$ cat src/rtl/core/fde_ram.sv
// Generic single-write, single-read RAM with a registered read port.
module fde_ram #(
    parameter int WIDTH = 64,
    parameter int DEPTH = 32
) (
    input  logic                     i_clk,
    input  logic                     i_we,
    input  logic [$clog2(DEPTH)-1:0] i_waddr,
    input  logic [WIDTH-1:0]         i_wdata,
    input  logic [$clog2(DEPTH)-1:0] i_raddr,
    output logic [WIDTH-1:0]         o_rdata
);

    logic [WIDTH-1:0] r_mem [DEPTH];
    logic [WIDTH-1:0] r_rdata;

    always_ff @(posedge i_clk) begin
        if (i_we) begin
            r_mem[i_waddr] <= i_wdata;
        end
        r_rdata <= r_mem[i_raddr];
    end

    assign o_rdata = r_rdata;

endmodule

$ cat config.mk
export PLATFORM = sky130hd
export DESIGN_NAME = fde_ram
export DESIGN_NICKNAME = d
export VERILOG_FILES = /design/src/rtl/core/fde_ram.sv
export SDC_FILE = /design/constraint.sdc
export NUM_CORES = 2
export LEC_CHECK = 0
export BUFFER_PORTS_ARGS = -buffer_cell sky130_fd_sc_hd__buf_2
export CAP_MARGIN = 5
export CORE_MARGIN = 8
export CORE_UTILIZATION = 55
export CTS_BUF_LIST = sky130_fd_sc_hd__clkbuf_4 sky130_fd_sc_hd__clkbuf_8
export CTS_CLUSTER_DIAMETER = 150
export CTS_CLUSTER_SIZE = 30
export DETAILED_ROUTE_END_ITERATION = 10
export HOLD_SLACK_MARGIN = 0.12
export PLACE_DENSITY = 0.71
export RECOVER_POWER = 100
export SETUP_SLACK_MARGIN = 0.15
export SLEW_MARGIN = 40
export SYNTH_ARGS = -nofsm -noshare
export SYNTH_HDL_FRONTEND = slang
export SYNTH_SLANG_ARGS = --single-unit
export TNS_END_PERCENT = 30
$ cat constraint.sdc
create_clock -name i_clk -period 6 [get_ports i_clk]
set_input_delay 0.9 -clock i_clk [delete_from_list [all_inputs] [get_ports i_clk]]
set_output_delay 0.9 -clock i_clk [all_outputs]
set_load 0.01 [all_outputs]
; After elaboration in Yosys (flattened, before gate mapping)
; Memory sizes are Yosys's and may differ from the RTL's. A register that Yosys moved wholly into a read port is not among the register bits.
; Cells that the tools add are included.
[word_totals]
reg_bits = 0
mem_bits_rw = 2048
input_bits = 76
wordCells = 3
memories = 1
[classes]
mux = 2
[memory_table]
columns = memory, words, word_bits, read_ports, rd_ports_with_merged_regs, wr, line_no
row1 = r_mem, 32, 64, 1, 1, 1, 14  ; logic [WIDTH-1:0] r_mem [DEPTH];
[ops]
columns = cell, count
row1 = $mux 1, 2

; Longest topological paths before layout
[depth]
ltp_word = 2
depth_mapped = 9
depth_no_buf = 4

; Worst setup path before layout
; Ideal clock, no wire load.
[synth_timing]
kind = input -> register
from = input port i_waddr[1]
to = memory r_mem[12][0], enable pin
arrival_ns = 4.236
setup_slack_ns = 1.278
stages = 3
n_path_buf = 1
path_cell_list = or3b_2 > clkbuf_1 > nor2_1
[synth_lines]
columns = element, line_no
row1 = "start, declared", 8  ; input logic [$clog2(DEPTH)-1:0] i_waddr,
row2 = "end, declared", 14
; No word-level cell before the write port.

; Final worst setup path
[layout_timing]
from = input port i_waddr[1]
to = memory r_mem[7][62], enable pin
; No word-level cell before the write port.

==> impl_metrics.yaml <==
outcome:
  outcome: "finished with violations"
  failed_checks: "capacitance limit, slew limit"
clock_network:
  htreeDepth: 3
  cts_resized: 0
  cts.clk_slew.worst_paths_ps: 160
  cts_buffers: 80
  clk_latency_ps: 850
  cts_tree: "yes"
  cts_sinks: 2112
  root_buffer: "clkbuf_8"
  ctsHoldBuffers: 0
  post_cts_buffers: 0
  clockBufferDepth: 3
synthesis:
  synth-seq-area-share: 0.795
  synth_top_flop_cell: "edfxtp_1"
  synth-xor-area-share: 0
  synth-edff-count: 2048
  synthAdderAreaFrac: 0
  async_reset_ff_frac: 0
  yosys.area_share.simple: 0.00379
  netlist_instances: 3097
  synth_compound_area_frac: 0.00466
  syn-num-nets: 3173
  muxShareOfSynthArea: 0.187
  ys_seq_elements: 2112
  ys_types: 31
  syn_area_um2: 79000
  ys_warn_count: 0
  synth_top_family_by_area: "multiplexers"
  synth_area_per_cell_um2: 25.5
sta:
  max_freq_mhz: 228
  maxSlewViolCount: 1102
  relSlewSlack: -1.06
  setup_viol: 0
  fin_crit_sh: 0.730
  clock_skew_ps: 37.5
  tns_ps: 0
  fin_ws_ps: 1620
  hold_violations: 0
  tightest_slew_ps: 3090
  rsz0062_at_grt: "no"
  fin_crit_ps: 4380
route:
  vias: 34900
  vias_per_cell: 6.67
  drt_iter0_drc: 4875
  wire_per_inst_um: 34.5
  drt_wl_total_um: 180000
  dr.pass1.iters: 5
  drc: 0
  postRouteAntennaNets: 0
die:
  start_util: 0.552
  die_x_um: 395
  die_h_um: 395
  dieArea_um2: 156000
  core_area_um2: 143000
  io-pin-count: 140
  num_rows: 139
worst_setup_path:
  critPathKind: "in -> reg"
  path_common_cell: "clkbuf_1"
  critPathMaxFanout: 16
  critPathMaxStageDelay_ps: 1300
  crit_slowest_cell: "clkbuf_1"
  worstSetupEndpointType: "flop"
  start_kind: "input port"
  cp.required_ps: 6460
  path_cells: "clkbuf_1 > nand3_1 > nor2_1 > clkbuf_1 > clkbuf_1"
  crit_arrival_ps: 4840
placed_design:
  gp_congestion: 0.764
  place_ws_ps: 2290
  io_buffers: 139
  dpl.hpwl_um: 92500
grt:
  grt_pass1_vias: 35400
  grt_max_degree: 100
  grt_pass1_wl_um: 256000
  grtUsageTotal: 0.227
  antenna_found_initial: 15
  grt_remaining_overflow: 0
min_path:
  min_path_type: "in -> reg"
layout:
  area_growth_pct: 6.04
  fillers: 9844
  drive_above_1_share: 0.265
  fin_util: 0.585
  layout.nets: 3336
run:
  cap_violations: 36
pwr:
  leakagePower_nw: 25.0
  ir_worst_vdd_mv: 0.199
  power_density_nw_per_um2: 281
[final cells by class]
class                   instances  area (um^2)  area share
diodes                          7         17.5    0.000209
clock buffers                 140         1580      0.0189
clock inverters                 3         35.0    0.000418
inverters                       1         3.75   0.0000448
multi-input cells             828        15500       0.185
flip-flops and latches       2112        62800       0.750
well taps                    1903         2380      0.0284
repair buffers                237         1430      0.0171
[cells by family (layout without fill, tap and decap cells)]
| kind of cell | after synthesis | in the layout |
|---|---|---|
| AOI/OAI and AO/OA | 50 | 50 |
| and+or+nand+nor | 64 | 64 |
| buffers and inverters | 157 | 381 |
| other | 0 | 7 |
| DFF | 2112 | 2112 |
| muxes | 714 | 714 |
[report_power, final]
| group | total, mW | switching (mW) | internal [mW] |
|---|---|---|---|
| combinational | 1.36 | 0.771 | 0.586 |
| clock | 5.70 | 4.01 | 1.69 |
| sequential | 16.5 | 0.0892 | 16.4 |
[cells in the final DEF, fill, tap and decap left out, types with 4 or more instances in the layout]
cell	count
nand3b_1	5
buf_12	23
clkbuf_1	176
mux2_2	61
dfxtp_1	64
o22ai_1	10
buf_4	15
mux2_1	13
mux2i_1	38
buf_2	4
and2_0	4
a221oi_1	12
clkbuf_2	12
nor2_4	7
o21ai_0	9
clkbuf_8	85
mux4_2	602
clkbuf_4	55
edfxtp_1	2048
diode_2	7
nor2_1	32
[stage by stage]
step / instance area (um^2) / total power, mW / hold WS (ps) / std cells
2_1_floorplan: 79000 / 17.6 / 722 / 3097
4_1_cts: 84500 / 23.7 / 413 / 5222
3_5_place_dp: 82900 / 18.2 / 767 / 5079
5_1_grt: 83700 / 24.2 / 487 / 5227
3_3_place_gp: 82600 / 18.2 / 780 / 5066
6_report: 83700 / 23.5 / 553 / 5231
[metal layers]
| metal | global-route usage | wire, um | share of wire | vias up |
|---|---|---|---|---|
| met1 | 0.341 | 72900 | 0.40 | 19100 |
| met3 | 0.0527 | 18300 | 0.10 | 201 |
| li1 | - | - | - | 13600 |
| met2 | 0.353 | 86100 | 0.48 | 1916 |
| met5 | 0 | 59 | 0.00033 | - |
| met4 | 0.0391 | 3050 | 0.017 | 10 |
[flip-flops by register name (all words and copies together) (netlist names)]
| register | flops |
|---|---|
| r_mem | 2048 |
| o_rdata | 64 |
[critical path, delay by kind of cell]
| kind | cells | cell delay (ps) |
|---|---|---|
| buffers and inverters | 3 | 2290 |
| and+or+nand+nor | 2 | 1610 |
[synth_stat cells, types with 4 or more instances]
library cell,number,area [um^2]
mux4_2,602,13600
buf_1,19,71.3
mux2i_1,38,380
nand3b_1,5,37.5
a221oi_1,12,105
mux2_2,74,833
buf_2,65,325
nor2_1,41,154
buf_4,14,105
o21ai_0,9,45.0
nor2b_1,4,25.0
clkbuf_1,55,206
o22ai_1,10,62.6
dfxtp_1,64,1280
edfxtp_1,2048,61500
[final timing paths]
path | startpoint | end | slack, ps | depth (start not counted)
setup reg to reg | r_mem[31][22] | o_rdata[22] | 4080 | 3
setup / recovery | i_waddr[1] | r_mem[7][62] | 1620 | 5
hold reg to reg | r_mem[4][13] | o_rdata[13] | 800 | 3
hold / removal | i_raddr[4] | o_rdata[36] | 550 | 3
Note: power is estimated with default switching activity, not from simulation.
