## src/rtl/core/fde_job_queue.sv

```systemverilog
// Two-entry job queue between the front and back parts.
module fde_job_queue #(
    parameter int W = 8
) (
    input  logic         i_clk,
    input  logic         i_rst_n,
    input  logic         i_push,
    input  logic [W-1:0] i_data,
    input  logic         i_pop,
    output logic         o_full,
    output logic         o_valid,
    output logic [W-1:0] o_data
);

    logic [W-1:0] r_mem [2];
    logic         r_wp, r_rp;
    logic [1:0]   r_cnt;

    assign o_full  = (r_cnt == 2'd2);
    assign o_valid = (r_cnt != 2'd0);
    assign o_data  = r_mem[r_rp];

    always_ff @(posedge i_clk) begin
        if (i_push) begin
            r_mem[r_wp] <= i_data;
        end
    end

    always_ff @(posedge i_clk) begin
        if (!i_rst_n) begin
            r_wp  <= 1'b0;
            r_rp  <= 1'b0;
            r_cnt <= 2'd0;
        end else begin
            if (i_push) begin
                r_wp <= ~r_wp;
            end
            if (i_pop) begin
                r_rp <= ~r_rp;
            end
            r_cnt <= r_cnt + {1'b0, i_push} - {1'b0, i_pop};
        end
    end

endmodule

```

## config.mk

```make
export PLATFORM = sky130hd
export DESIGN_NAME = fde_job_queue
export DESIGN_NICKNAME = d
export VERILOG_FILES = /design/src/rtl/core/fde_job_queue.sv
export SDC_FILE = /design/constraint.sdc
export NUM_CORES = 1
export LEC_CHECK = 0
export ABC_AREA = 1
export BUFFER_PORTS_ARGS = -buffer_cell sky130_fd_sc_hd__buf_2
export CAP_MARGIN = 20
export CORE_ASPECT_RATIO = 0.9
export CORE_MARGIN = 5
export CORE_UTILIZATION = 49
export DETAILED_ROUTE_END_ITERATION = 10
export PLACE_DENSITY_LB_ADDON = 0.25
export SLEW_MARGIN = 15
export SYNTH_ARGS = -nofsm -noshare
export SYNTH_HDL_FRONTEND = slang
export SYNTH_SLANG_ARGS = --single-unit
```

## constraint.sdc

```tcl
create_clock -name i_clk -period 1.3 [get_ports i_clk]
set_input_delay 0.26 -clock i_clk [delete_from_list [all_inputs] [get_ports i_clk]]
set_output_delay 0.26 -clock i_clk [all_outputs]
set_load 0.02 [all_outputs]
```

# Word level (Yosys, flattened, before mapping)
# Memories as Yosys holds them, arrays and structs flattened. A register that Yosys moved wholly into a read port is not among the register bits.
# Index checks and enable logic that the tools add are counted.
[word_totals] register_bits=4 ram_bits=16 in_bits=12 wordCells=14 mem_count=1
[classes] addsub=2 eq_ne=1 n_mux=4 bitwise_logic=2 n_reduce_logical=1
[memory_table] memory="r_mem" depth=2 word_bits=8 read_ports=1 rd_ports_with_merged_regs=1 write_ports=1 line="15" text="logic [W-1:0] r_mem [2];"
[op_table] op="$mux 1" n=4
[op_table] op="$add 2x1->2" n=1
[op_table] op="$eq 2x2->1 const B" n=1
[op_table] op="$not 1->1" n=2
[op_table] op="$reduce_bool 2->1" n=1
[op_table] op="$sub 2x1->2" n=1

# Longest topological paths before layout
[depth] ltp_word=3 depth_mapped=9 ltp_nobuf=9

# Worst setup path before layout
# OpenSTA, ideal clock, no wires.
[synth_path] kind="register to register" from="register r_cnt[0]" to="register r_cnt[1]" arrival_ps=1073 path_slack_ps=112 path_stages_with_launch=9 period_less_slack_ps=1188 path_cell_list="dfxtp_1 inv_1 ha_1 inv_1 ha_1 inv_1 nand2_1 a21oi_1 nor2_1"
[synth_between] elab_chain_len=2
[synth_lines] item="start, declared" line="17" text="logic [1:0] r_cnt;"
[synth_lines] item="start signal, assigned" line="41" text="r_cnt <= r_cnt + {1'b0, i_push} - {1'b0, i_pop};"
[synth_lines] item="$add 2x1->2" line="41"
[synth_lines] item="$sub 2x1->2" line="41"
# No other way between the ends.
# A chain may end at the register's enable or synchronous reset.

==> summary.txt <==
Global route
  • Largest net degree at the start of global routing: 12
  • GRT overflow: 0
  • First-pass GRT wire length: roughly 1900 um
  • Vias in the first global route: between 400 and 500
  • Overall routing resource usage: 0.09988
  • Initial antenna violation count: 0

Synth
  • Synthesized area: 837.1 um2
  • Syn Area/Cell: approximately 14 um2
  • Yosys cell types: 10
  • Cell count after synthesis: 58
  • Yosys Warn Count: 0
  • Seq/Total Area, Yosys: 0.6936
  • Syn nets: a little over 70
  • Register bit total from synthesis: 21

Clock network
  • Worst skew pair latency: 0.29 ns
  • Clock root cell: clkbuf_4
  • H-tree depth: 1
  • Maximum clock path buffer count: 2
  • Hold bufs inserted after CTS: 0
  • CTS Buf Count: 3
  • Sink Count: 21
  • Clock Pin Slew Worst Setup and Hold Paths: roughly 0.11 ns
  • CTS tree: done

Worst setup path
  • Worst R2R Setup Slack: approximately 0.030 ns
  • Worst path required time: around 1.0 ns
  • CP startpoint kind: flop
  • Worst Reg-to-Reg Cells: 9
  • Critical path class: flop to output pin
  • CP Data Arrival Time: 1.21 ns
  • CP endpoint kind: output pin
  • FF-to-FF End: r_cnt[1]$_SDFF_PN0_
  • CP endpoint: o_data[1]
  • Crit-path max FO: 8
  • RR Startpoint: r_cnt[0]$_SDFF_PN0_

Drt
  • DRT antenna net count: 0
  • DRT iter0 DRCs: 1
  • Final wirelength: between 1000 and 1500 um
  • Vias after detailed routing: 483
  • Vias per inst: 4.472
  • # DRC: 0
  • Post-DR wirelength/cell: 11.63 um
  • TritonRoute pass-1 iters: 2

Floorplanning
  • Die Wd: 53.57 um
  • Initial Util: 0.5084
  • Io pins: 22
  • Die area: 0.002636 mm2
  • Total core area: approximately 0.0016 mm2
  • Die height: 49.21 um
  • FP Rows: 14

Outcome
  • Status: finished, violations left
  • Violated checks: setup timing

STA
  • Max Freq: 680.9 MHz
  • Fin crit period: 1.469 ns
  • PnR worst setup slack: -0.1686 ns
  • Final Hold Violating Endpoints: 0
  • Worst slew margin: 0.7815
  • Final period util: 1.130
  • Final Setup Violations: 8
  • Unrepaired setup endpoints after global routing: yes
  • Worst slew pin tran: 0.3274 ns
  • Slew Limit Fails: 0
  • Fin Clk Skew: 0.003172 ns
  • TNS Setup: -1.307 ns

Finish
  • Area delta synth->final: 30.49%
  • Commonest non-fill, non-tap cell in the layout: edfxtp_1
  • Core Util, Final: 0.6634
  • Most frequent cells in the layout: edfxtp_1 (16), buf_2 (12), mux2_4 (8), nor2_1 (8), buf_6 (8)
  • Share of post-route cells with drive strength above 1: 0.5000
  • Final non-filler cell area: between 0.001 and 0.0015 mm2
  • Post-layout nets: 99
  • Ant. Diodes: 0

Power
  • Sequential power share: 0.572
  • PwrDens: 1259 mW/mm2
  • Psw: 0.3386 mW
  • Clk pwr share: 0.214
  • Total power: 1.375 mW
  • Switching power share of the total: 0.2463
  • Peak supply drop: about 0.74 mV
  • Cell internal pwr: 1.036 mW
  • Logic pwr share: 0.214
  • Leak Pwr: 0.4801 nW

Placed design
  • Final HPWL DP: 885.1 um
  • GP Congestion: 0.6611
  • Port-buffer cells: 21
  • DP Area: 988.4 um2

Min path
  • WHS Path Cells: 1
  • Worst hold path type: input port to flop

Job
  • Max-cap viol count: 0
==> power groups by stage <==
| stage | Combinational [mW] | Sequential (mW) | Clock, mW |
|---|---|---|---|
| 2_1_floorplan | 0.160 | 0.795 | 0 |
| 3_3_place_gp | 0.231 | 0.797 | 0 |
| 3_5_place_dp | 0.238 | 0.799 | 0 |
| 4_1_cts | 0.269 | 0.783 | 0.304 |
| 5_1_grt | 0.318 | 0.791 | 0.340 |
| 6_report | 0.295 | 0.787 | 0.294 |
==> kinds of logic after synthesis <==
family | share of synthesized area
AOI/OAI and AO/OA | 0.005973
adders and majority gates | 0.02989
buffers and inverters | 0.04485
DFF | 0.6936
muxes | 0.1435
and+or+nand+nor | 0.08221
==> repair_timing <==
| item | 4_1_cts | 5_1_grt |
|---|---|---|
| resized for setup | 17 | 9 |
| pin swaps | 0 | 2 |
| setup buffers | 0 | 0 |
| setup endpoints to repair | 8 | 9 |
==> cells in the mapped netlist <==
| master | count | area, um2 |
|---|---|---|
| nor2_1 | 8 | 30.03 |
| mux2_4 | 8 | 120.1 |
| nand3_1 | 1 | 5.000 |
| inv_1 | 7 | 26.28 |
| buf_6 | 1 | 11.26 |
| nand2_1 | 9 | 33.78 |
| edfxtp_1 | 16 | 480.5 |
| dfxtp_1 | 5 | 100.1 |
| a21oi_1 | 1 | 5.000 |
| ha_1 | 2 | 25.02 |
==> flip-flops by register name, indices dropped and copies added, names as in the netlist, named ones only <==
name and cells:
r_mem 16, r_cnt 2, r_rp 1, r_wp 1
==> how the worst min path moves through the flow <==
stage / startpoint / endpoint / slack, ns
2_1_floorplan: i_rst_n / r_cnt[0]$_SDFF_PN0_ / 0.35
3_3_place_gp: i_data[0] / r_mem[0][0]$_DFFE_PP_ / 0.45
3_5_place_dp: i_data[5] / r_mem[1][5]$_DFFE_PP_ / 0.45
4_1_cts: i_data[0] / r_mem[0][0]$_DFFE_PP_ / 0.14
5_1_grt: i_data[1] / r_mem[1][1]$_DFFE_PP_ / 0.13
6_report: i_data[0] / r_mem[0][0]$_DFFE_PP_ / 0.15
==> through the flow <==
step,std cells,setup WS (ns),hold slack (ns)
CTS,108,-0.1813,0.1441
global route,108,-0.2084,0.1331
detailed placement,104,0.02483,0.4514
floorplan,58,0.1123,0.3535
finish,108,-0.1686,0.1515
global placement,104,0.06796,0.4483
==> layer usage <==
metal / part of all wire / GRT usage / vias up
met5: 0 / 0 / -
met4: 0.010 / 0.05106 / 0
met3: 0.056 / 0.01835 / 2
met2: 0.53 / 0.1776 / 13
met1: 0.40 / 0.1083 / 220
li1: - / - / 248
==> critical path: stages (launching register included) <==
cell     delay (ns)
dfxtp_2        0.35
buf_12         0.13
mux2_4         0.31
buf_6          0.13
==> area by class of cell <==
type | instances | area, um2
Timing Repair Buffer | 23 | 185.2
Sequential cell | 21 | 584.3
Multi-Input combinational cell | 29 | 240.2
Fill cell | 144 | 554.3
Tap cell | 24 | 30.03
Clock buffer | 4 | 26.28
Inverter | 7 | 26.28
Power figures use the tool's default switching activity.
