===== config.mk =====
export PLATFORM = sky130hd
export DESIGN_NAME = fde_front
export DESIGN_NICKNAME = d
export VERILOG_FILES = /design/src/rtl/core/fde_pkg.sv /design/src/rtl/core/fde_front.sv
export SDC_FILE = /design/constraint.sdc
export NUM_CORES = 1
export LEC_CHECK = 0
export BUFFER_PORTS_ARGS = -buffer_cell sky130_fd_sc_hd__buf_2
export CORE_UTILIZATION = 30
export CTS_BUF_LIST = sky130_fd_sc_hd__clkbuf_8 sky130_fd_sc_hd__clkbuf_16
export DETAILED_ROUTE_END_ITERATION = 12
export GPL_ROUTABILITY_DRIVEN = 0
export GPL_TIMING_DRIVEN = 0
export PLACE_DENSITY_LB_ADDON = 0.12
export SETUP_SLACK_MARGIN = 0.5
export SYNTH_ARGS = -nofsm -noshare
export SYNTH_HDL_FRONTEND = slang
export SYNTH_SLANG_ARGS = --single-unit
export TNS_END_PERCENT = 5

===== constraint.sdc =====
create_clock -name i_clk -period 1.4 [get_ports i_clk]
set_clock_uncertainty 0.15 [all_clocks]
set_input_delay 0.28 -clock i_clk [delete_from_list [all_inputs] [get_ports i_clk]]
set_output_delay 0.28 -clock i_clk [all_outputs]
set_load 0.02 [all_outputs]

===== src/rtl/core/fde_pkg.sv =====
// Shared types and constants of the finite-difference extrapolator.
package fde_pkg;

    localparam int FDE_MAX_LEN = 32;
    localparam int SAMPLE_W    = 32;
    localparam int DATA_W      = 64;
    localparam int NUM_BANKS   = 2;

    typedef logic signed [SAMPLE_W-1:0] t_sample;
    typedef logic signed [DATA_W-1:0]   t_data;

endpackage


===== src/rtl/core/fde_front.sv =====
// Front part: takes samples, writes them into the current bank and issues a job per sequence.
module fde_front #(
    parameter int MAX_LEN = 32,
    parameter int LW      = $clog2(MAX_LEN + 1),
    parameter int AW      = $clog2(MAX_LEN)
) (
    input  logic                 i_clk,
    input  logic                 i_rst_n,
    input  logic                 i_accept,
    input  fde_pkg::t_sample     i_sample,
    input  logic                 i_end_of_sequence,
    output logic                 o_we,
    output logic                 o_wbank,
    output logic [AW-1:0]        o_waddr,
    output fde_pkg::t_data       o_wdata,
    output logic                 o_job_push,
    output logic [LW+1:0]        o_job
);
    import fde_pkg::*;

    logic [LW-1:0] r_count, n_count;
    logic          r_ovf, n_ovf;
    logic          r_wbank, n_wbank;
    logic          room;
    logic [LW-1:0] len_after;
    logic          ovf_after;

    assign room      = (r_count < LW'(MAX_LEN));
    assign len_after = room ? r_count + 1'b1 : r_count;
    assign ovf_after = r_ovf | ~room;

    assign o_we       = i_accept & room;
    assign o_wbank    = r_wbank;
    assign o_waddr    = r_count[AW-1:0];
    assign o_wdata    = {{(DATA_W - SAMPLE_W){i_sample[SAMPLE_W-1]}}, i_sample};
    assign o_job_push = i_accept & i_end_of_sequence;
    assign o_job      = {r_wbank, ovf_after, len_after};

    always_comb begin
        n_count = r_count;
        n_ovf   = r_ovf;
        n_wbank = r_wbank;
        if (i_accept) begin
            if (i_end_of_sequence) begin
                // The sequence is handed over; the next one goes to the other bank.
                n_count = '0;
                n_ovf   = 1'b0;
                n_wbank = ~r_wbank;
            end else begin
                n_count = len_after;
                n_ovf   = ovf_after;
            end
        end
    end

    always_ff @(posedge i_clk) begin
        if (!i_rst_n) begin
            r_count <= '0;
            r_ovf   <= 1'b0;
            r_wbank <= 1'b0;
        end else begin
            r_count <= n_count;
            r_ovf   <= n_ovf;
            r_wbank <= n_wbank;
        end
    end

endmodule


; Word level (Yosys, flattened, before mapping)
; Cells that the tools add are included.
[classes]
add_sub_neg = 1
muxes = 3
bitwise_logic = 5
n_lt_le_gt_ge = 1
n_reduce_logical = 1
[ops]
columns = cell, n
row1 = $mux 6, 2
row2 = $add 6x1->6 const B, 1
row3 = $lt 6x6->1 const B, 1
row4 = $and 1x1->1, 2
row5 = $not 1->1, 2
row6 = $reduce_and 2->1, 1
row7 = $mux 1, 1
row8 = $or 1x1->1, 1
[totals]
output_inout_bits = 80
inputBits = 36
reg_bits = 8

; Depth between registers and ports, before layout
[depth]
word_depth = 4
mapped_depth = 4
ltp_nobuf = 4

; Worst setup path before layout
; OpenSTA, ideal clock, no wires.
[synth_timing]
path_type = reg2out
from = reg r_count[0]
to = out o_job[4]
path_stages_with_launch = 4
path_buffers = 0
setup_slack_ps = -138
arrival_time_ps = 1108
t_required_ps = 970
path_cell_list = dfxtp_1 ha_1 nand4b_2 xnor2_1
[synth_between]
elab_chain_len = 2
[synth_rtl]
columns = item, line_no
row1 = "start, declared", fde_front.sv:21  ; logic [LW-1:0] r_count, n_count;
row2 = "start signal, assigned", fde_front.sv:62  ; r_count <= n_count;
row3 = $add 6x1->6 / $lt 6x6->1 (equally long branches), "fde_front.sv:29, fde_front.sv:28"
row4 = $mux 6 (*), fde_front.sv:29  ; assign len_after = room ? r_count + 1'b1 : r_count;
row5 = "end, declared", fde_front.sv:17  ; output logic [LW+1:0] o_job
; Mark *: on every way between the ends. The rest lies on a longest branch, timed or not.

; Worst setup path in the final report
[layout_timing]
from = reg r_count[1]
to = out o_job[1]
; Same word-level chain as after synthesis.

==> summary.txt <==
Power
  – Leakage power: 1.26 nW
  – PwrDens: 496 nW/um^2
  – Max IR drop VDD: 0.403 mV

Place
  – Post-DP HPWL: 1.92 mm
  – Placed cell count: 246
  – PortBufs: slightly above 80

Global route
  – First-pass GRT wire length: between 4 and 5 mm
  – Initial antenna violation count: 0
  – Gr ovfl total: 0
  – Total track usage: 19.2%
  – Largest net degree at the start of global routing: 34
  – Vias in the first global route: 1066

Routing
  – Wire per inst: 13.1 um
  – Iter 0 DRT Violations: 11
  – Routed WL: 3.40 mm
  – Via count: 1088
  – Remaining DRCs: 0
  – Routed vias/inst: 4.18
  – Routed Antenna Nets: 0
  – Drt pass-1 iters: 4

Timing
  – F_max: ~600 MHz
  – Final Hold Vio Count: 0
  – Min Hold Slack: 0.179 ns
  – Fin crit share: 119%
  – Final setup fails: 13
  – Final min period: 1.66 ns
  – Slew margin rel.: 82.7%
  – Slew @ Worst Pin: 0.256 ns
  – RSZ-0062 raised after global routing: true
  – Fin worst setup slack: -0.264 ns
  – Pins Over Slew Limit: 0

Worst setup path
  – Crit-path slowest cell: dfxtp_4
  – Critical path required time: 0.97 ns
  – Crit-path max FO: 4
  – Register-to-Register Path Depth: 5
  – Worst EP arrival: 1.23 ns
  – Critical Path, Cell by Cell: ha_4 > mux2_4 > buf_6
  – Critical path class: flop to primary output
  – Worst setup SP type: flop
  – Slowest cell delay on critical path: approximately 0.36 ns
  – CP Capture Type: primary output

Final layout
  – Layout area overhead: 145%
  – Ant diodes: 0
  – Nets@finish: 254
  – Layout Cells excl Fill: 260
  – Share of cells above drive strength 1: 86.6%

Logic synthesis
  – Fraction of synthesis flops using an asynchronous set or reset pin: 0%
  – Syn Inst Count: around 120
  – Largest area contributor in the netlist: buf_4
  – Post-synthesis sequential area ratio: 16.4%
  – Yosys reg bits: 8
  – EDFF count, synth: 0
  – Mapped Area: 978 um^2
  – Yosys cell types: 29
  – Post-Syn Nets: approximately 160
  – Largest cells by area after synthesis: buf_4 54%, dfxtp_1 16%, xnor2_1 2.7%
  – Share of the synthesized area in the top cell type: 54.5%
  – Top_reg_cell synth: dfxtp_1
  – Yosys warnings: 0
  – Avg Cell Area, Syn: 8.22 um^2

Status
  – Status: finished with violations
  – Violated checks: negative setup slack

Clocking
  – Clock Latency Late Sink: 0.23 ns
  – CTS buffer count: 3
  – CTS tree: built
  – CTS Buffer Depth: 2
  – Root Driver: clkbuf_8
  – Clk sink count: 8
  – Reg clk slew, reported paths: approximately 0.05 ns
  – H-tree depth: 1

Floorplanning
  – IO Count: 116
  – Die area: 3490 um^2
  – Die X: 59.1 um
  – # rows: 20
  – Area of the core: 3080 um^2
  – DIE HEIGHT: 59.1 um
  – Initial core utilization: 31.8%

Run
  – MaxCap Viol Count: 0

Worst hold path
  – Hold-critical path depth: 2
  – Min-Delay Path Class: input port to flop
-- critical path: cells and delay by family, from the launching register on --
kind                     cells  cell delay, ns
flip-flops                   1            0.36
buffers and inverters        1            0.13
multiplexers                 1            0.28
adder cells (fa/ha/maj)      1            0.23
-- kinds of logic after synthesis --
kind of cell	count (synthesis)	synth area share, %
AOI/OAI and AO/OA	9	7.29
xor gates and xnor gates	5	4.48
adders and majority gates	1	1.28
buffers and inverters	75	56.1
DFF	8	16.4
muxes	1	1.15
and+or+nand+nor	20	13.3
-- placed cells by master (no fill, tap or decap), drive strengths merged, types with 2 or more instances in the layout --
master,Yosys,final
buf,72,165
dfxtp,8,8
inv,3,4
nor2,4,4
xnor2,3,3
nor2b,3,3
clkbuf,0,3
a21oi,2,2
nor3b,2,2
and4b,2,2
xor2,2,2
nand2b,2,2
-- timing repair --
action / 4_1_cts / 5_1_grt
cloned: 0 / 0
hold buffers: 0 / 0
endpoints found under the setup margin: 87 / 87
gates resized for setup: 226 / 6
pin swaps: 9 / 3
buffers inserted: 8 / 2
-- through the flow --
stage	setup TNS, ns	worst slack (ns)	utilization [%]	total power (W)	instance area (um^2)
after detailed placement	-0.148	-0.0695	49.3	0.000669	1520
final	-1.53	-0.264	77.9	0.00119	2400
after CTS	-1.48	-0.261	76.7	0.00118	2360
after global routing	-2.08	-0.297	77.9	0.00124	2400
after global placement	-0.0906	-0.0523	49.3	0.000668	1520
after floorplan	0	0.0725	-	0.000555	1050
-- path summary, 6_finish.rpt --
check                                 from    endpoint  slack, ns
worst max-delay path            r_count[1]    o_job[1]      -0.26
worst min-delay path               i_rst_n  r_count[3]       0.18
worst max register to register  r_count[1]  r_count[4]      -0.09
worst min register to register     o_wbank     o_wbank       0.38
-- where the power goes --
| group | switching (W) | internal [W] | total [W] |
|---|---|---|---|
| registers | 0.00000720 | 0.000226 | 0.000233 |
| logic | 0.000262 | 0.000399 | 0.000660 |
| clock network | 0.000105 | 0.000191 | 0.000296 |
-- registers in the layout (all words and copies together), names as in the netlist --
signal / count
r_ovf: 1
o_wbank: 1
r_count: 6
-- routing by layer --
layer	global-route usage, %	up-vias	share of wire, %
met5	0	-	0
met4	6.46	0	2.1
met3	6.11	9	9.2
met2	40.4	74	58
met1	16.4	491	30
li1	-	514	-
-- cells in the mapped netlist, types with 2 or more instances --
cell      count
xnor2_1       3
nand2b_1      2
nor2_1        4
xor2_1        2
dfxtp_1       8
buf_4        71
and4b_1       2
nor2b_1       3
inv_1         2
nor3b_1       2
a21oi_1       2
-- final cells by class --
cell class | instances | area, um^2
Sequential cell | 8 | 181
Buffer | 72 | 796
Inverter | 3 | 11.3
Tap cell | 44 | 55.1
Multi-Input combinational cell | 36 | 340
Fill cell | 216 | 679
Clock inverter | 1 | 3.75
Timing Repair Buffer | 93 | 970
Clock buffer | 3 | 41.3
Note: power is estimated with default switching activity, not from simulation.
