### config.mk
export PLATFORM = sky130hd
export DESIGN_NAME = fde_back
export DESIGN_NICKNAME = d
export VERILOG_FILES = /design/src/rtl/core/fde_pkg.sv /design/src/rtl/core/fde_back.sv
export SDC_FILE = /design/constraint.sdc
export NUM_CORES = 1
export LEC_CHECK = 0
export ABC_AREA = 1
export BUFFER_PORTS_ARGS = -buffer_cell sky130_fd_sc_hd__buf_2
export CAP_MARGIN = 10
export CELL_PAD_IN_SITES_DETAIL_PLACEMENT = 2
export CELL_PAD_IN_SITES_GLOBAL_PLACEMENT = 2
export CORE_UTILIZATION = 31
export CTS_CLUSTER_DIAMETER = 200
export DETAILED_ROUTE_END_ITERATION = 6
export PLACE_DENSITY_LB_ADDON = 0.1
export SYNTH_ARGS = -nofsm -noshare
export SYNTH_HDL_FRONTEND = slang
export SYNTH_SLANG_ARGS = --single-unit
### constraint.sdc
create_clock -name i_clk -period 14.9 [get_ports i_clk]
set_input_delay 1.49 -clock i_clk [delete_from_list [all_inputs] [get_ports i_clk]]
set_output_delay 1.49 -clock i_clk [all_outputs]
set_load 0.01 [all_outputs]
### src/rtl/core/fde_pkg.sv
// Shared types and constants of the finite-difference extrapolator.
package fde_pkg;

    localparam int FDE_MAX_LEN = 32;
    localparam int SAMPLE_W    = 32;
    localparam int DATA_W      = 64;
    localparam int NUM_BANKS   = 2;

    typedef logic signed [SAMPLE_W-1:0] t_sample;
    typedef logic signed [DATA_W-1:0]   t_data;

endpackage

### src/rtl/core/fde_back.sv
// Back part: runs the difference table of one bank row by row and holds the result item.
module fde_back #(
    parameter int MAX_LEN = 32,
    parameter int LW      = $clog2(MAX_LEN + 1),
    parameter int AW      = $clog2(MAX_LEN)
) (
    input  logic             i_clk,
    input  logic             i_rst_n,
    input  logic             i_job_valid,
    input  logic [LW+1:0]    i_job,
    output logic             o_job_pop,
    output logic             o_bank,
    output logic [AW-1:0]    o_raddr,
    input  fde_pkg::t_data   i_rdata,
    output logic             o_we,
    output logic [AW-1:0]    o_waddr,
    output fde_pkg::t_data   o_wdata,
    input  logic             i_pop,
    output logic             o_empty,
    output fde_pkg::t_data   o_next_value,
    output fde_pkg::t_data   o_previous_value,
    output logic             o_too_long
);
    import fde_pkg::*;

    localparam logic [2:0] S_IDLE = 3'd0;
    localparam logic [2:0] S_RUN  = 3'd1;
    localparam logic [2:0] S_WAIT = 3'd2;
    localparam logic [2:0] S_END  = 3'd3;
    localparam logic [2:0] S_OUT  = 3'd4;

    logic [2:0]    r_state;
    logic [LW-1:0] r_len, r_idx, r_pend_idx;
    logic          r_pend;
    logic          r_bank, r_too;
    logic          r_nz, r_sub;
    t_data         r_first, r_last, r_fwd, r_bwd;
    logic          r_out_valid, r_out_too;
    t_data         r_out_next, r_out_prev;
    logic [LW-1:0] wr_idx;
    logic          load_out;
    t_data         n_fwd, n_bwd;

    assign o_bank  = r_bank;
    assign o_raddr = r_idx[AW-1:0];

    // Each element read after the first replaces its left neighbour by the difference.
    assign wr_idx  = r_pend_idx - 1'b1;
    assign o_we    = r_pend & (r_pend_idx != '0);
    assign o_waddr = wr_idx[AW-1:0];
    assign o_wdata = i_rdata - r_last;

    assign n_fwd = r_fwd + r_last;
    assign n_bwd = r_sub ? r_bwd - r_first : r_bwd + r_first;

    assign load_out  = (r_state == S_OUT) & (~r_out_valid | i_pop);
    assign o_job_pop = load_out;

    assign o_empty          = ~r_out_valid;
    assign o_next_value     = r_out_next;
    assign o_previous_value = r_out_prev;
    assign o_too_long       = r_out_too;

    always_ff @(posedge i_clk) begin
        if (!i_rst_n) begin
            r_state     <= S_IDLE;
            r_pend      <= 1'b0;
            r_out_valid <= 1'b0;
        end else begin
            r_pend <= (r_state == S_RUN);
            unique case (r_state)
                S_IDLE: begin
                    if (i_job_valid) begin
                        r_state <= S_RUN;
                    end
                end
                S_RUN: begin
                    if (r_idx == r_len - 1'b1) begin
                        r_state <= S_WAIT;
                    end
                end
                S_WAIT: begin
                    r_state <= S_END;
                end
                S_END: begin
                    if (!r_nz || r_len == LW'(1)) begin
                        r_state <= S_OUT;
                    end else begin
                        r_state <= S_RUN;
                    end
                end
                S_OUT: begin
                    if (load_out) begin
                        r_state <= S_IDLE;
                    end
                end
                default: begin
                    r_state <= S_IDLE;
                end
            endcase
            if (load_out) begin
                r_out_valid <= 1'b1;
            end else if (i_pop) begin
                r_out_valid <= 1'b0;
            end
        end
    end

    always_ff @(posedge i_clk) begin
        r_pend_idx <= r_idx;
        if (r_pend) begin
            if (r_pend_idx == '0) begin
                r_first <= i_rdata;
            end
            r_last <= i_rdata;
            if (i_rdata != '0) begin
                r_nz <= 1'b1;
            end
        end
        unique case (r_state)
            S_IDLE: begin
                {r_bank, r_too, r_len} <= i_job;
                r_idx <= '0;
                r_nz  <= 1'b0;
                r_sub <= 1'b0;
                r_fwd <= '0;
                r_bwd <= '0;
            end
            S_RUN: begin
                r_idx <= r_idx + 1'b1;
            end
            S_WAIT: begin
            end
            S_END: begin
                // A row of zeros adds nothing, so the sums are updated unconditionally.
                r_fwd <= n_fwd;
                r_bwd <= n_bwd;
                r_sub <= ~r_sub;
                r_len <= r_len - 1'b1;
                r_idx <= '0;
                r_nz  <= 1'b0;
            end
            S_OUT: begin
            end
            default: begin
            end
        endcase
        if (load_out) begin
            r_out_next <= r_fwd;
            r_out_prev <= r_bwd;
            r_out_too  <= r_too;
        end
    end

endmodule

# After elaboration in Yosys (flattened, before gate mapping)
# Index checks and enable logic that the tools add are counted.
totals:
  output_inout_bits: 207
  inputBits: 76
  latchBits: 0
  mem_count: 0
  rom_bits: 0
  ff_bits: 412
  elab_cells: 64
  ram_bits: 0
classes:
  n_reduce_logical: 13
  addsub: 7
  n_div: 0
  muxes: 13
  magnitude_cmp: 0
  n_bitwise: 5
  shift: 0
  mul: 0
  n_eq_ne: 9
op_table:
  columns: ["op", "n"]
  rows:
  - ["case mux 64 bit (2 select lines)", 2]
  - ["adder 64 bit", 2]
  - ["subtractor 64 bit", 2]
  - ["two-way mux 64 bit", 1]
  - ["nonzero test 64 bit", 1]
  - ["case mux 6 bit (2 select lines)", 2]
  - ["case mux 3 bit (5 select lines)", 1]
  - ["two-way mux 3 bit", 4]
  - ["adder 6 x 1 -> 6 bit (second input constant)", 1]
  - ["== test 3 x 2 -> 1 bit (second input constant)", 2]
  - ["== test 6 x 1 -> 1 bit (second input constant)", 1]
  - ["== test 6 bit", 1]
  - ["zero test 6 bit", 1]
  - ["nonzero test 2 bit", 3]
  - ["nonzero test 6 bit", 1]
  - ["subtractor 6 x 1 -> 6 bit (second input constant)", 1]
  - ["subtractor 5 x 1 -> 5 bit (second input constant)", 1]
  - ["!= test 2 bit (second input constant)", 2]
  - ["AND reduction 2 bit", 2]
  - ["== test 3 x 1 -> 1 bit (second input constant)", 1]
  - ["== test 3 bit (second input constant)", 1]
  - ["zero test 3 bit", 1]
  - ["AND reduction 3 bit", 1]
  - ["AND 1 bit", 2]
  - ["other kinds (8)", 10]

# Depth between registers and ports, before layout
# Gate-level depths: netlist of run 1.
logic_depth:
  ltp_word: 5
  ltp_mapped: 26
  mapped_depth_nobuf: 26

# Worst setup path before layout of run 1
# Ideal clock, no wire load.
synth_timing:
  kind: "input -> output"
  startpoint: "in i_pop"
  endpoint: "out o_job_pop"
  setup_slack_ns: -0.547
  cell_stages: 2
  required_time_ns: 13.410
  t_arrival_ns: 13.957
  n_path_buf: 0
  cell_sequence: "nor2_1 nor4_1"
synth_via:
  elab_chain_len: 2
synth_lines:
  columns: ["element", "line", "source"]
  rows:
  - ["from (decl)", "fde_back.sv:18", "input logic i_pop,"]
  - ["OR 1 bit", "fde_back.sv:56", "assign load_out = (r_state == S_OUT) & (~r_out_valid | i_pop);"]
  - ["AND 1 bit", "fde_back.sv:56", null]
  - ["to (decl)", "fde_back.sv:11", "output logic o_job_pop,"]
# Every way passes these cells.

# Final worst setup path of run 1
layout_timing:
  startpoint: "in i_rdata[0]"
  endpoint: "out o_wdata[60]"
layout_via:
  elab_chain_len: 1
layout_lines:
  columns: ["element", "line", "source"]
  rows:
  - ["from (decl)", "fde_back.sv:14", "input fde_pkg::t_data i_rdata,"]
  - ["subtractor 64 bit", "fde_back.sv:51", "assign o_wdata = i_rdata - r_last;"]
  - ["to (decl)", "fde_back.sv:17", "output fde_pkg::t_data o_wdata,"]
# Every way passes these cells.

==> reports/qor.csv, run 1 <==
stage,metric,value,unit
run_status,outcome,finished clean,
logic_synthesis,ys_ff_latch,412,
logic_synthesis,yosys-top-cells-area,"edfxtp_1 (37%), nand2_1 (20%), inv_1 (11%), ha_1 (7.4%), nor2_1 (6.3%)",
worst_setup_path,cp_max_fo,5,
power_and_ir_drop,powerDensity,139,nW/um2
logic_synthesis,yosys-top-cells-count,"nand2_1 (1715), inv_1 (963), nor2_1 (554), edfxtp_1 (400), a21oi_1 (262)",
logic_synthesis,ys.flop_type,edfxtp_1,
global_routing,grt-ovfl-total,0,
drt,routed_wl,154,mm
placed_design,numPortBuffers,282,
floorplan,die_h,327,um
logic_synthesis,yosysMostFrequentCell,nand2_1,
placed_design,dpl.hpwl,130,mm
power_and_ir_drop,pwr-share-comb,43.7,%
clock_tree,cts_tree,built,
layout,nets,5440,
logic_synthesis,synth_cell_type_count,52,
clock_tree,clock_path_buffers,3,
drt,drc,0,
worst_hold_path,hold_class,reg -> reg,
clock_tree,cts_resized,0,
clock_tree,cts_setup_buffers,0,
sta,finClkSkew,0.0232,ns
logic_synthesis,synthArstFlopShare,0,%
clock_tree,clkLatencyLatePin,0.67,ns
sta,hold_viol,0,
floorplan,start_util,31.2,%
placed_design,place_congestion,0.913,
floorplan,die_w,327,um
power_and_ir_drop,power,5.24,mW
drt,drtIter0Drc,1554,
drt,ant_nets,0,
floorplan,dieArea,107000,um2
sta,tightest_slew,1.29,ns
logic_synthesis,synth_top_cell_by_area,edfxtp_1,
clock_tree,cts_sinks,412,
worst_setup_path,cp.arrival,4.01,ns
sta,rsz0062_at_grt,false,
logic_synthesis,synth_nets,5121,
drt,wl_per_cell,23.3,um
drt,drtPass1Iterations,5,
floorplan,core_area,105000,um2
worst_setup_path,start_kind,primary input,
power_and_ir_drop,swShare,45.8,%
clock_tree,root_buffer,clkbuf_16,
job,maxCapViolCount,0,
sta,tns,0,ns
sta,fin_crit_sh,36.9,%
clock_tree,htreeDepth,2,
clock_tree,clkSlewWorstSetupHoldPaths,0.05,ns
global_routing,grt_pass1_vias,35500,
floorplan,fp-row-count,119,
sta,clock.fmax,0.182,GHz
worst_setup_path,critical_path.endpoint_type,output port,
sta,setup_viol,0,
sta,min_period,5.50,ns
floorplan,io_pins,283,
logic_synthesis,ys_seq_area_share,37.3,%
logic_synthesis,synth_edf_count,400,
power_and_ir_drop,clockPowerShare,24.8,%
sta,maxSlewHeadroom,13.0,%
power_and_ir_drop,p_int,2.84,mW
layout,drive_gt1_share,8.85,%
logic_synthesis,synth_warnings,0,
clock_tree,cts_hold_buf,0,
power_and_ir_drop,power_frac_seq,31.4,%
drt,vias,32800,
logic_synthesis,avgSynthCellArea,6.78,um2
logic_synthesis,synth_top_area_share,36.6,%
worst_setup_path,crit_required,13.41,ns
power_and_ir_drop,leakagePower,19.0,nW
drt,vias_per_cell,4.98,
power_and_ir_drop,peakVddDrop,0.0805,mV
logic_synthesis,synthCells,4847,
sta,slew_viol_final,0,
layout,antenna_cells,0,
layout,area.growth.synth_to_final,14.7,%
global_routing,grt_first_pass_wirelength,225,mm
global_routing,antenna_found_initial,2,
power_and_ir_drop,switchingPower,2.40,mW
clock_tree,numCtsBuffers,53,
global_routing,track_usage,28.4,%
logic_synthesis,netlist_area,32800,um2
worst_setup_path,crit_type,in -> out,
global_routing,grt_start_max_net_pins,76,
layout make-up:
class,count,area [um2]
fillers,12900,67500
multi-input cells,3440,16900
flip-flops and latches,412,12300
inverters,966,3630
well taps,1391,1740
repair buffers,293,1510
clock buffers,61,1360
clock inverters,35,320
cell usage in the layout (no fill, tap or decap), drive strengths merged, types with 22 or more instances in the layout:
master | synthesis | routed
ha | 195 | 195
buf | 19 | 293
inv | 966 | 970
nor4 | 25 | 25
nand2 | 1747 | 1747
xor2 | 85 | 85
nor2 | 584 | 584
nor3 | 52 | 52
nand3 | 197 | 197
clkinv | 0 | 22
a21oi | 264 | 264
clkbuf | 10 | 61
o21ai | 152 | 152
edfxtp | 400 | 400
nand4 | 41 | 41
state kept, by name, indices dropped and copies added (netlist names), 3 cells and up:
name	cells
o_previous_value	64
r_first	64
o_next_value	64
r_last	64
r_fwd	64
r_bwd	64
r_state	3
r_len	6
r_pend_idx	6
r_idx	6
critical path: stages:
cell and delay, ns:
buf_2 0.16, inv_1 0.06, ha_1 0.24, fa_1 0.42
inv_1 0.16, nand3_1 0.10, nand2_2 0.16, nand2_1 0.07
nand2_1 0.14, nand2_1 0.07, nand2_1 0.12, nand2_1 0.07
nand2_1 0.24, nand2_1 0.19, nand2_1 0.10, nand2_1 0.05
nand2_1 0.05, buf_2 0.12
worst paths after layout:
check | from | endpoint | cells past startpoint | slack [ns]
worst min-delay path | r_too$_DFFE_PP_ | o_too_long$_DFFE_PP_ | 0 | 0.43
worst min register to register | r_too$_DFFE_PP_ | o_too_long$_DFFE_PP_ | 0 | 0.43
worst max-delay path | i_rdata[0] | o_wdata[60] | 18 | 9.40
worst max register to register | r_first[1]$_DFFE_PP_ | r_bwd[56]$_SDFFCE_PN0P_ | 21 | 10.36
routing by layer:
layer  wire length, um  track usage (%)  vias up
met5                 0                0        -
met4              6690             11.5        0
met3              3740             2.35      218
met2             77300             51.6      559
met1             66000             34.4    16200
li1                  -                -    15800
power groups by stage:
stage                     clock [mW]  combinational, mW  sequential (mW)
after global placement             0               2.22             1.66
after detailed placement           0               2.28             1.67
after global routing            1.37               2.55             1.66
after CTS                       1.33               2.31             1.65
after floorplan                    0               1.45             1.58
final                           1.30               2.29             1.65
kinds of logic after synthesis:
| group | synth area share (%) |
|---|---|
| compound gates | 7.16 |
| fa+ha+maj | 7.61 |
| simple gates | 33.6 |
| flops | 37.3 |
| buf+inv | 11.5 |
| xor+xnor | 2.85 |
metrics by stage:
step	hold WS, ns	utilization [%]	setup WS (ns)	cell area [um2]	cells
final	0.430	35.8	9.40	37700	6598
after global routing	0.434	35.8	9.15	37700	6598
after CTS	0.435	35.8	9.34	37700	6598
after detailed placement	0.422	34.2	9.34	36000	6502
after global placement	0.401	34.2	9.36	36000	6502
after floorplan	0.400	-	4.80	32900	4847
Power figures use the tool's default switching activity.
==> run 2: changes to the inputs <==
--- a/config.mk
+++ b/config.mk
@@ -5,12 +5,12 @@
 export SDC_FILE = /design/constraint.sdc
 export NUM_CORES = 1
 export LEC_CHECK = 0
-export ABC_AREA = 1
+export ABC_AREA = 0
 export BUFFER_PORTS_ARGS = -buffer_cell sky130_fd_sc_hd__buf_2
 export CAP_MARGIN = 10
 export CELL_PAD_IN_SITES_DETAIL_PLACEMENT = 2
 export CELL_PAD_IN_SITES_GLOBAL_PLACEMENT = 2
-export CORE_UTILIZATION = 31
+export CORE_UTILIZATION = 35
 export CTS_CLUSTER_DIAMETER = 200
 export DETAILED_ROUTE_END_ITERATION = 6
 export PLACE_DENSITY_LB_ADDON = 0.1
==> constraint.sdc (replaced) <==
create_clock -name i_clk -period 4.68 [get_ports i_clk]
set_input_delay 0.468 -clock i_clk [delete_from_list [all_inputs] [get_ports i_clk]]
set_output_delay 0.468 -clock i_clk [all_outputs]
set_load 0.01 [all_outputs]
==> run 2 against run 1 <==
Against the previous run: the run now ends with setup timing left; routed wire length down 34%; synthesized cell count shrank 46%; combinational power is 120% higher; core utilization grew 8.9 points; first-iteration DRC count decreased by 22%; total power grew to 2.6 times the previous value; area after synthesis is 20% lower; clock power rose to 2.9 times the previous value; worst hold slack got worse by 0.38 ns; sequential share of layout area grew 4.3 points; highest routed layer unchanged.
==> reports/qor.csv, run 2 <==
stage,metric,value,unit,change
logic_synthesis,ys.flop_type,edfxtp_1,,unchanged
logic_synthesis,synthArstFlopShare,0,%,unchanged
worst_setup_path,cp_max_fo,6,,was 5
sta,tns,-0.140,ns,was 0 ns
sta,setup_viol,7,,was 0
worst_setup_path,reg2reg_slack,-0.07,ns,was 10.36 ns
logic_synthesis,synth_top_cell_by_area,edfxtp_1,,unchanged
global_routing,grt_first_pass_wirelength,152,mm,was 225 mm
drt,vias,22900,,was 32800
clock_tree,cts_sinks,412,,unchanged
logic_synthesis,ys_seq_area_share,46.5,%,was 37.3%
drt,routed_wl,102,mm,was 154 mm
clock_tree,htreeDepth,2,,unchanged
worst_setup_path,crit_start,r_first[14]$_DFFE_PP_,,was i_rdata[0]
drt,ant_nets,0,,unchanged
sta,slew_viol_final,0,,unchanged
drt,drtPass1Iterations,5,,unchanged
global_routing,grt-ovfl-total,0,,unchanged
layout,drive_gt1_share,25.9,%,was 8.85%
logic_synthesis,synthCells,2625,,was 4847
power_and_ir_drop,switchingPower,4.85,mW,was 2.40 mW
power_and_ir_drop,swShare,35.7,%,was 45.8%
worst_setup_path,start_kind,register,,was primary input
sta,fin_hold_ws,0.0493,ns,was 0.430 ns
worst_setup_path,rr_worst_depth,22,,was 21
clock_tree,clkSlewWorstSetupHoldPaths,0.07,ns,was 0.05 ns
layout,mostFrequentLayoutCells,"edfxtp_1 (400), buf_2 (282), nor2_1 (278)",,"was nand2_1 (1714), inv_1 (963), nor2_1 (552)"
drt,drtIter0Drc,1218,,was 1554
logic_synthesis,avgSynthCellArea,10.0,um2,was 6.78 um2
sta,setup_ws,-0.0706,ns,was 9.40 ns
power_and_ir_drop,leakagePower,13.9,nW,was 19.0 nW
clock_tree,root_buffer,clkbuf_16,,unchanged
floorplan,die_h,276,um,was 327 um
worst_setup_path,crit_required,5.01,ns,was 13.41 ns
run_status,outcome,"finished, violations left",,was finished clean
logic_synthesis,yosysMostFrequentCell,edfxtp_1,,was nand2_1
power_and_ir_drop,clockPowerShare,28.0,%,was 24.8%
floorplan,fp-row-count,100,,was 119
drt,vias_per_cell,5.53,,was 4.98
sta,hold_viol,0,,unchanged
layout,layout_commonest_cell,edfxtp_1,,was nand2_1
worst_setup_path,cp.arrival,5.08,ns,was 4.01 ns
worst_setup_path,crit_type,reg -> reg,,was in -> out
clock_tree,numCtsBuffers,50,,was 53
logic_synthesis,synth_cell_type_count,88,,was 52
floorplan,dieArea,76300,um2,was 107000 um2
floorplan,io_pins,283,,unchanged
worst_hold_path,min_to,o_bank$_DFFE_PP_,,was o_too_long$_DFFE_PP_
drt,wl_per_cell,24.6,um,was 23.3 um
layout,area.growth.synth_to_final,26.5,%,was 14.7%
power_and_ir_drop,powerDensity,408,nW/um2,was 139 nW/um2
logic_synthesis,synth_warnings,0,,unchanged
placed_design,place_congestion,0.903,,was 0.913
logic_synthesis,ys_ff_latch,412,,unchanged
logic_synthesis,yosys-top-cells-count,"edfxtp_1 (400), nor2_1 (291), a21oi_1 (260), ha_1 (195), xnor2_1 (170)",,"was nand2_1 (1715), inv_1 (963), nor2_1 (554), edfxtp_1 (400), a21oi_1 (262)"
worst_hold_path,hold_class,in -> reg,,was reg -> reg
placed_design,dpl.hpwl,77.7,mm,was 130 mm
logic_synthesis,synth_top_area_share,45.6,%,was 36.6%
sta,tightest_slew,1.24,ns,was 1.29 ns
worst_hold_path,holdPathStages,1,,was 0
logic_synthesis,synth_edf_count,400,,unchanged
sta,maxSlewHeadroom,16.6,%,was 13.0%
drt,drc,0,,unchanged
worst_setup_path,r2r-end,r_bwd[62]$_SDFFCE_PN0P_,,was r_bwd[56]$_SDFFCE_PN0P_
global_routing,track_usage,25.7,%,was 28.4%
worst_setup_path,r2r_start,r_first[14]$_DFFE_PP_,,was r_first[1]$_DFFE_PP_
layout,nets,3409,,was 5440
sta,finClkSkew,0.0303,ns,was 0.0232 ns
clock_tree,clkLatencyLatePin,0.60,ns,was 0.67 ns
power_and_ir_drop,pwr-share-comb,37.5,%,was 43.7%
logic_synthesis,yosys-top-cells-area,"edfxtp_1 (46%), ha_1 (9.3%), xnor2_1 (5.7%), a21oi_1 (4.9%), nor2_1 (4.1%)",,"was edfxtp_1 (37%), nand2_1 (20%), inv_1 (11%), ha_1 (7.4%), nor2_1 (6.3%)"
run_status,violations,setup timing,,
placed_design,numPortBuffers,282,,unchanged
global_routing,grt_start_max_net_pins,137,,was 76
sta,min_period,4.75,ns,
power_and_ir_drop,peakVddDrop,0.252,mV,was 0.0805 mV
worst_hold_path,min_from,i_job[7],,was r_too$_DFFE_PP_
global_routing,grt_pass1_vias,24900,,was 35500
power_and_ir_drop,power_frac_seq,34.5,%,was 31.4%
logic_synthesis,netlist_area,26300,um2,was 32800 um2
clock_tree,clock_path_buffers,3,,unchanged
power_and_ir_drop,p_int,8.74,mW,was 2.84 mW
sta,rsz0062_at_grt,true,,was false
layout,nFillCells,7849,,was 12900
global_routing,antenna_found_initial,13,,was 2
sta,fin_crit_sh,102,%,
logic_synthesis,synth_nets,2899,,was 5121
job,maxCapViolCount,0,,unchanged
floorplan,start_util,35.4,%,was 31.2%
floorplan,die_w,276,um,was 327 um
worst_setup_path,critical_path.endpoint_type,register,,was output port
floorplan,core_area,74400,um2,was 105000 um2
clock_tree,cts_tree,built,,unchanged
sta,clock.fmax,0.211,GHz,
[run 2: changes by cell type after synthesis, sizes merged, moves of 22 or more]
cell and delta:
inv -825, xnor2 +152, a21o +108, nor2 -293, nand3 -144, o21ai -24
clkbuf +78, nand2b +22, a31oi +34, nand2 -1578
[run 2: layout make-up]
class                           instances  area (um2)  area share [%]
Antenna cell                            6        15.0          0.0451
Clock buffer                           60        1320            3.97
Clock inverter                         30         236           0.710
Inverter                              141         529            1.59
Multi-Input combinational cell       1968       14100            42.4
Sequential cell                       412       12300            36.8
Tap cell                              969        1210            3.64
Timing Repair Buffer                  562        3610            10.9
[run 2: worst max-delay path by stage]
stage,endpoint,cells past startpoint
final,r_bwd[62]$_SDFFCE_PN0P_,22
after global routing,r_bwd[61]$_SDFFCE_PN0P_,22
after CTS,r_bwd[60]$_SDFFCE_PN0P_,20
after detailed placement,r_bwd[59]$_SDFFCE_PN0P_,19
after global placement,r_bwd[59]$_SDFFCE_PN0P_,19
after floorplan,r_bwd[59]$_SDFFCE_PN0P_,17
[run 2: layer usage]
metal / vias to the layer above / wire, um / global-route usage [%]
li1: 10700 / - / -
met1: 11700 / 47000 / 34.8
met2: 433 / 48800 / 43.3
met3: 135 / 3180 / 2.68
met4: 0 / 2950 / 7.78
met5: - / 0 / 0
[run 2: cell families (layout without fill, tap and decap cells)]
group / after synthesis / in the layout / share of synthesized area (%)
and+or+nand+nor: 804 / 804 / 14.8
AOI/OAI and AO/OA: 711 / 711 / 17.0
DFF: 412 / 412 / 46.5
xor gates and xnor gates: 252 / 252 / 8.41
buffers and inverters: 245 / 793 / 3.59
adders and majority gates: 198 / 198 / 9.50
muxes: 3 / 3 / 0.114
other: 0 / 6 / 0
[run 2: power by group through the flow]
| stage | clock network [mW] | logic, mW | registers (mW) |
|---|---|---|---|
| after floorplan | 0 | 2.75 | 4.63 |
| after global placement | 0 | 4.41 | 4.74 |
| after CTS | 3.91 | 4.77 | 4.68 |
| after global routing | 4.03 | 5.52 | 4.71 |
| after detailed placement | 0 | 4.61 | 4.74 |
| final | 3.80 | 5.10 | 4.69 |
[run 2: stage by stage]
step	cells	utilization, %	power [mW]	cell area [um2]	setup slack, ns
detailed placement	4009	40.8	9.35	30400	-0.665
global route	4147	44.7	14.3	33300	-0.250
floorplan	2625	-	7.38	26300	0.0328
global placement	4009	40.8	9.15	30400	-0.363
finish	4148	44.7	13.6	33300	-0.0706
CTS	4108	43.4	13.4	32300	-0.0787
[run 2: worst max-delay path, stage by stage (launching register included)]
cell      delay [ns]
edfxtp_1        0.40
or4_4           0.55
or3_4           0.45
nor2_4          0.12
nand2_4         0.07
nor2_4          0.14
buf_6           0.13
and2_4          0.14
and2b_2         0.20
buf_4           0.12
buf_4           0.10
a31oi_1         0.15
xnor2_2         0.24
ha_1            0.47
buf_4           0.18
nand4_1         0.17
o21ai_1         0.20
inv_1           0.07
o21a_1          0.20
o41ai_2         0.05
buf_4           0.17
xnor2_2         0.10
nor2_1          0.05
[run 2: what timing repair did]
item	in CTS	in global routing
gates resized for setup	80	144
endpoints found under the setup margin	34	41
endpoints found under the hold margin	1	0
setup buffers	8	34
pin swaps	34	107
hold buffers	1	0
==> run 3: changes to the inputs <==
--- a/config.mk
+++ b/config.mk
@@ -8,7 +8,7 @@
 export ABC_AREA = 0
 export BUFFER_PORTS_ARGS = -buffer_cell sky130_fd_sc_hd__buf_2
 export CAP_MARGIN = 10
-export CELL_PAD_IN_SITES_DETAIL_PLACEMENT = 2
+export CELL_PAD_IN_SITES_DETAIL_PLACEMENT = 1
 export CELL_PAD_IN_SITES_GLOBAL_PLACEMENT = 2
 export CORE_UTILIZATION = 35
 export CTS_CLUSTER_DIAMETER = 200
==> run 3 against run 2 <==
Against the previous run: the run still ends with setup timing left; worst hold slack better by 0.0022 ns; first-iteration DRC count up 12%; register-to-register slack about the same; global-route usage decreased by 2.2 points.
==> reports/qor.csv, run 3 (synthesis results as in run 2) <==
stage,metric,value,unit,change
drt,vias,22300,,was 22900
drt,routed_wl,92.0,mm,was 102 mm
floorplan,die_w,276,um,unchanged
floorplan,start_util,35.4,%,unchanged
worst_setup_path,crit_type,reg -> reg,,unchanged
layout,layout_commonest_cell,edfxtp_1,,unchanged
sta,tightest_slew,1.11,ns,was 1.24 ns
clock_tree,htreeDepth,2,,unchanged
worst_hold_path,min_to,o_bank$_DFFE_PP_,,unchanged
worst_hold_path,hold_class,in -> reg,,unchanged
placed_design,numPortBuffers,282,,unchanged
sta,clock.fmax,0.211,GHz,about the same
run_status,violations,setup timing,,unchanged
layout,nFillCells,8312,,was 7849
worst_setup_path,slowest_delay,0.55,ns,about the same
worst_setup_path,cp_slowest_cell,or4_4,,unchanged
layout,nets,3406,,was 3409
drt,ant_nets,0,,unchanged
drt,wl_per_cell,22.2,um,was 24.6 um
drt,drtIter0Drc,1362,,was 1218
job,maxCapViolCount,0,,unchanged
global_routing,grt_first_pass_wirelength,138,mm,was 152 mm
worst_setup_path,rr_worst_depth,20,,was 22
drt,drtPass1Iterations,5,,unchanged
drt,drc,0,,unchanged
clock_tree,numCtsBuffers,50,,unchanged
worst_setup_path,r2r_start,r_first[12]$_DFFE_PP_,,was r_first[14]$_DFFE_PP_
sta,slew_viol_final,0,,unchanged
floorplan,core_area,74400,um2,unchanged
global_routing,grt_pass1_vias,23200,,was 24900
run_status,outcome,"finished, violations left",,unchanged
placed_design,dpl.hpwl,71.5,mm,was 77.7 mm
placed_design,place_congestion,0.903,,unchanged
sta,hold_viol,0,,unchanged
layout,mostFrequentLayoutCells,"edfxtp_1 (400), nor2_1 (282), buf_2 (282)",,"was edfxtp_1 (400), buf_2 (282), nor2_1 (278)"
global_routing,track_usage,23.5,%,was 25.7%
floorplan,dieArea,76300,um2,unchanged
worst_setup_path,cp.arrival,5.08,ns,about the same
clock_tree,cts_tree,built,,unchanged
worst_hold_path,min_from,i_job[7],,unchanged
worst_setup_path,reg2reg_slack,-0.07,ns,about the same
worst_setup_path,cp_max_fo,5,,was 6
worst_setup_path,r2r-end,r_bwd[60]$_SDFFCE_PN0P_,,was r_bwd[62]$_SDFFCE_PN0P_
sta,setup_ws,-0.0671,ns,was -0.0706 ns
sta,finClkSkew,0.0278,ns,was 0.0303 ns
global_routing,use_met1,33.5,%,was 34.8%
sta,maxSlewHeadroom,25.2,%,was 16.6%
global_routing,met2_usage,37.4,%,was 43.3%
clock_tree,cts_sinks,412,,unchanged
clock_tree,clkSlewWorstSetupHoldPaths,0.07,ns,about the same
power_and_ir_drop,powerDensity,414,nW/um2,was 408 nW/um2
worst_setup_path,crit_required,5.01,ns,about the same
floorplan,fp-row-count,100,,unchanged
worst_setup_path,start_kind,register,,unchanged
clock_tree,clock_path_buffers,3,,unchanged
worst_setup_path,critical_path.endpoint_type,register,,unchanged
sta,rsz0062_at_grt,true,,unchanged
clock_tree,clkLatencyLatePin,0.61,ns,was 0.60 ns
worst_setup_path,cp_cell_sequence,or4_4 -> or3_4 -> nor4b_4 -> buf_4 -> buf_12 -> nand2_8 -> nor2_4 -> buf_6 -> a21oi_1 -> xnor2_1 -> ha_1 -> buf_6 -> a21o_1 -> nand2b_1 -> a21o_1 -> a21oi_1 -> or3_4 -> a31oi_4 -> xor2_1 -> nor2_1,,was or4_4 -> or3_4 -> nor2_4 -> nand2_4 -> nor2_4 -> buf_6 -> and2_4 -> and2b_2 -> buf_4 -> buf_4 -> a31oi_1 -> xnor2_2 -> ha_1 -> buf_4 -> nand4_1 -> o21ai_1 -> inv_1 -> o21a_1 -> o41ai_2 -> buf_4 -> xnor2_2 -> nor2_1
clock_tree,root_buffer,clkbuf_16,,unchanged
sta,fin_hold_ws,0.0516,ns,was 0.0493 ns
sta,setup_viol,4,,was 7
placed_design,dpl_cell_area,30400,um2,unchanged
layout,stdcell_area,33300,um2,about the same
global_routing,grt-ovfl-total,0,,unchanged
power_and_ir_drop,peakVddDrop,0.247,mV,was 0.252 mV
global_routing,grt_use_met3,2.54,%,was 2.68%
floorplan,die_h,276,um,unchanged
drt,vias_per_cell,5.38,,was 5.53
sta,fin_crit_sh,101,%,was 102%
worst_hold_path,holdPathStages,1,,unchanged
layout,drive_gt1_share,25.0,%,was 25.9%
global_routing,antenna_found_initial,10,,was 13
layout,area.growth.synth_to_final,26.4,%,was 26.5%
sta,min_period,4.75,ns,about the same
global_routing,grt_start_max_net_pins,137,,unchanged
power_and_ir_drop,leakagePower,13.9,nW,about the same
global_routing,grt-busiest-layer,met2,,unchanged
power_and_ir_drop,power,13.8,mW,was 13.6 mW
floorplan,io_pins,283,,unchanged
[run 3: final cells by class]
type | instances | area (um2) | share of cell area (%)
Antenna cell | 4 | 10.0 | 0.0301
Tap cell | 969 | 1210 | 3.64
Sequential cell | 412 | 12300 | 36.8
Inverter | 141 | 529 | 1.59
Timing Repair Buffer | 559 | 3580 | 10.7
Multi-Input combinational cell | 1968 | 13900 | 41.9
Clock buffer | 57 | 1300 | 3.90
Clock inverter | 37 | 464 | 1.39
[run 3: worst max-delay path by stage]
stage | slack (ns) | depth (start not counted) | to | startpoint
final | -0.07 | 20 | r_bwd[60]$_SDFFCE_PN0P_ | r_first[12]$_DFFE_PP_
after global routing | -0.20 | 20 | r_bwd[60]$_SDFFCE_PN0P_ | r_first[12]$_DFFE_PP_
after CTS | -0.05 | 21 | r_bwd[60]$_SDFFCE_PN0P_ | r_first[15]$_DFFE_PP_
after detailed placement | -0.54 | 19 | r_bwd[59]$_SDFFCE_PN0P_ | r_first[15]$_DFFE_PP_
after global placement | -0.36 | 19 | r_bwd[59]$_SDFFCE_PN0P_ | r_first[15]$_DFFE_PP_
after floorplan | 0.03 | 17 | r_bwd[59]$_SDFFCE_PN0P_ | r_first[13]$_DFFE_PP_
[run 3: power by group]
| part | switching (mW) | total [mW] | internal [mW] |
|---|---|---|---|
| sequential | 0.258 | 4.67 | 4.41 |
| combinational | 2.77 | 4.89 | 2.12 |
| clock | 1.71 | 4.22 | 2.51 |
| total | 4.73 | 13.8 | 9.04 |
[run 3: routing by layer]
metal	vias to the layer above	routed length (um)
met5	-	13
met3	130	2750
li1	10700	-
met2	402	41900
met1	11100	44600
met4	2	2750
[run 3: through the flow]
| stage | util (%) | worst slack (ns) | instances | TNS [ns] |
|---|---|---|---|---|
| after floorplan | - | 0.0328 | 2625 | 0 |
| after global placement | 40.8 | -0.363 | 4009 | -2.19 |
| after detailed placement | 40.8 | -0.537 | 4009 | -3.80 |
| after CTS | 43.6 | -0.0482 | 4114 | -0.0643 |
| after global routing | 44.7 | -0.202 | 4146 | -2.45 |
| final | 44.7 | -0.0671 | 4147 | -0.112 |
[run 3: critical path, delay by kind of cell (launching register included)]
family,cells,cell delay (ns)
and+or+nand+nor,8,2.04
buffers and inverters,4,0.61
AOI/OAI and AO/OA,5,0.59
xor gates and xnor gates,2,0.47
DFF,1,0.38
adders and majority gates,1,0.37
[run 3: repair_timing]
| item | CTS | global route |
|---|---|---|
| setup buffers | 10 | 29 |
| endpoints found under the hold margin | 1 | 0 |
| gates resized for setup | 56 | 128 |
| hold buffers | 1 | 0 |
| pin swaps | 20 | 75 |
| setup endpoints to repair | 28 | 36 |
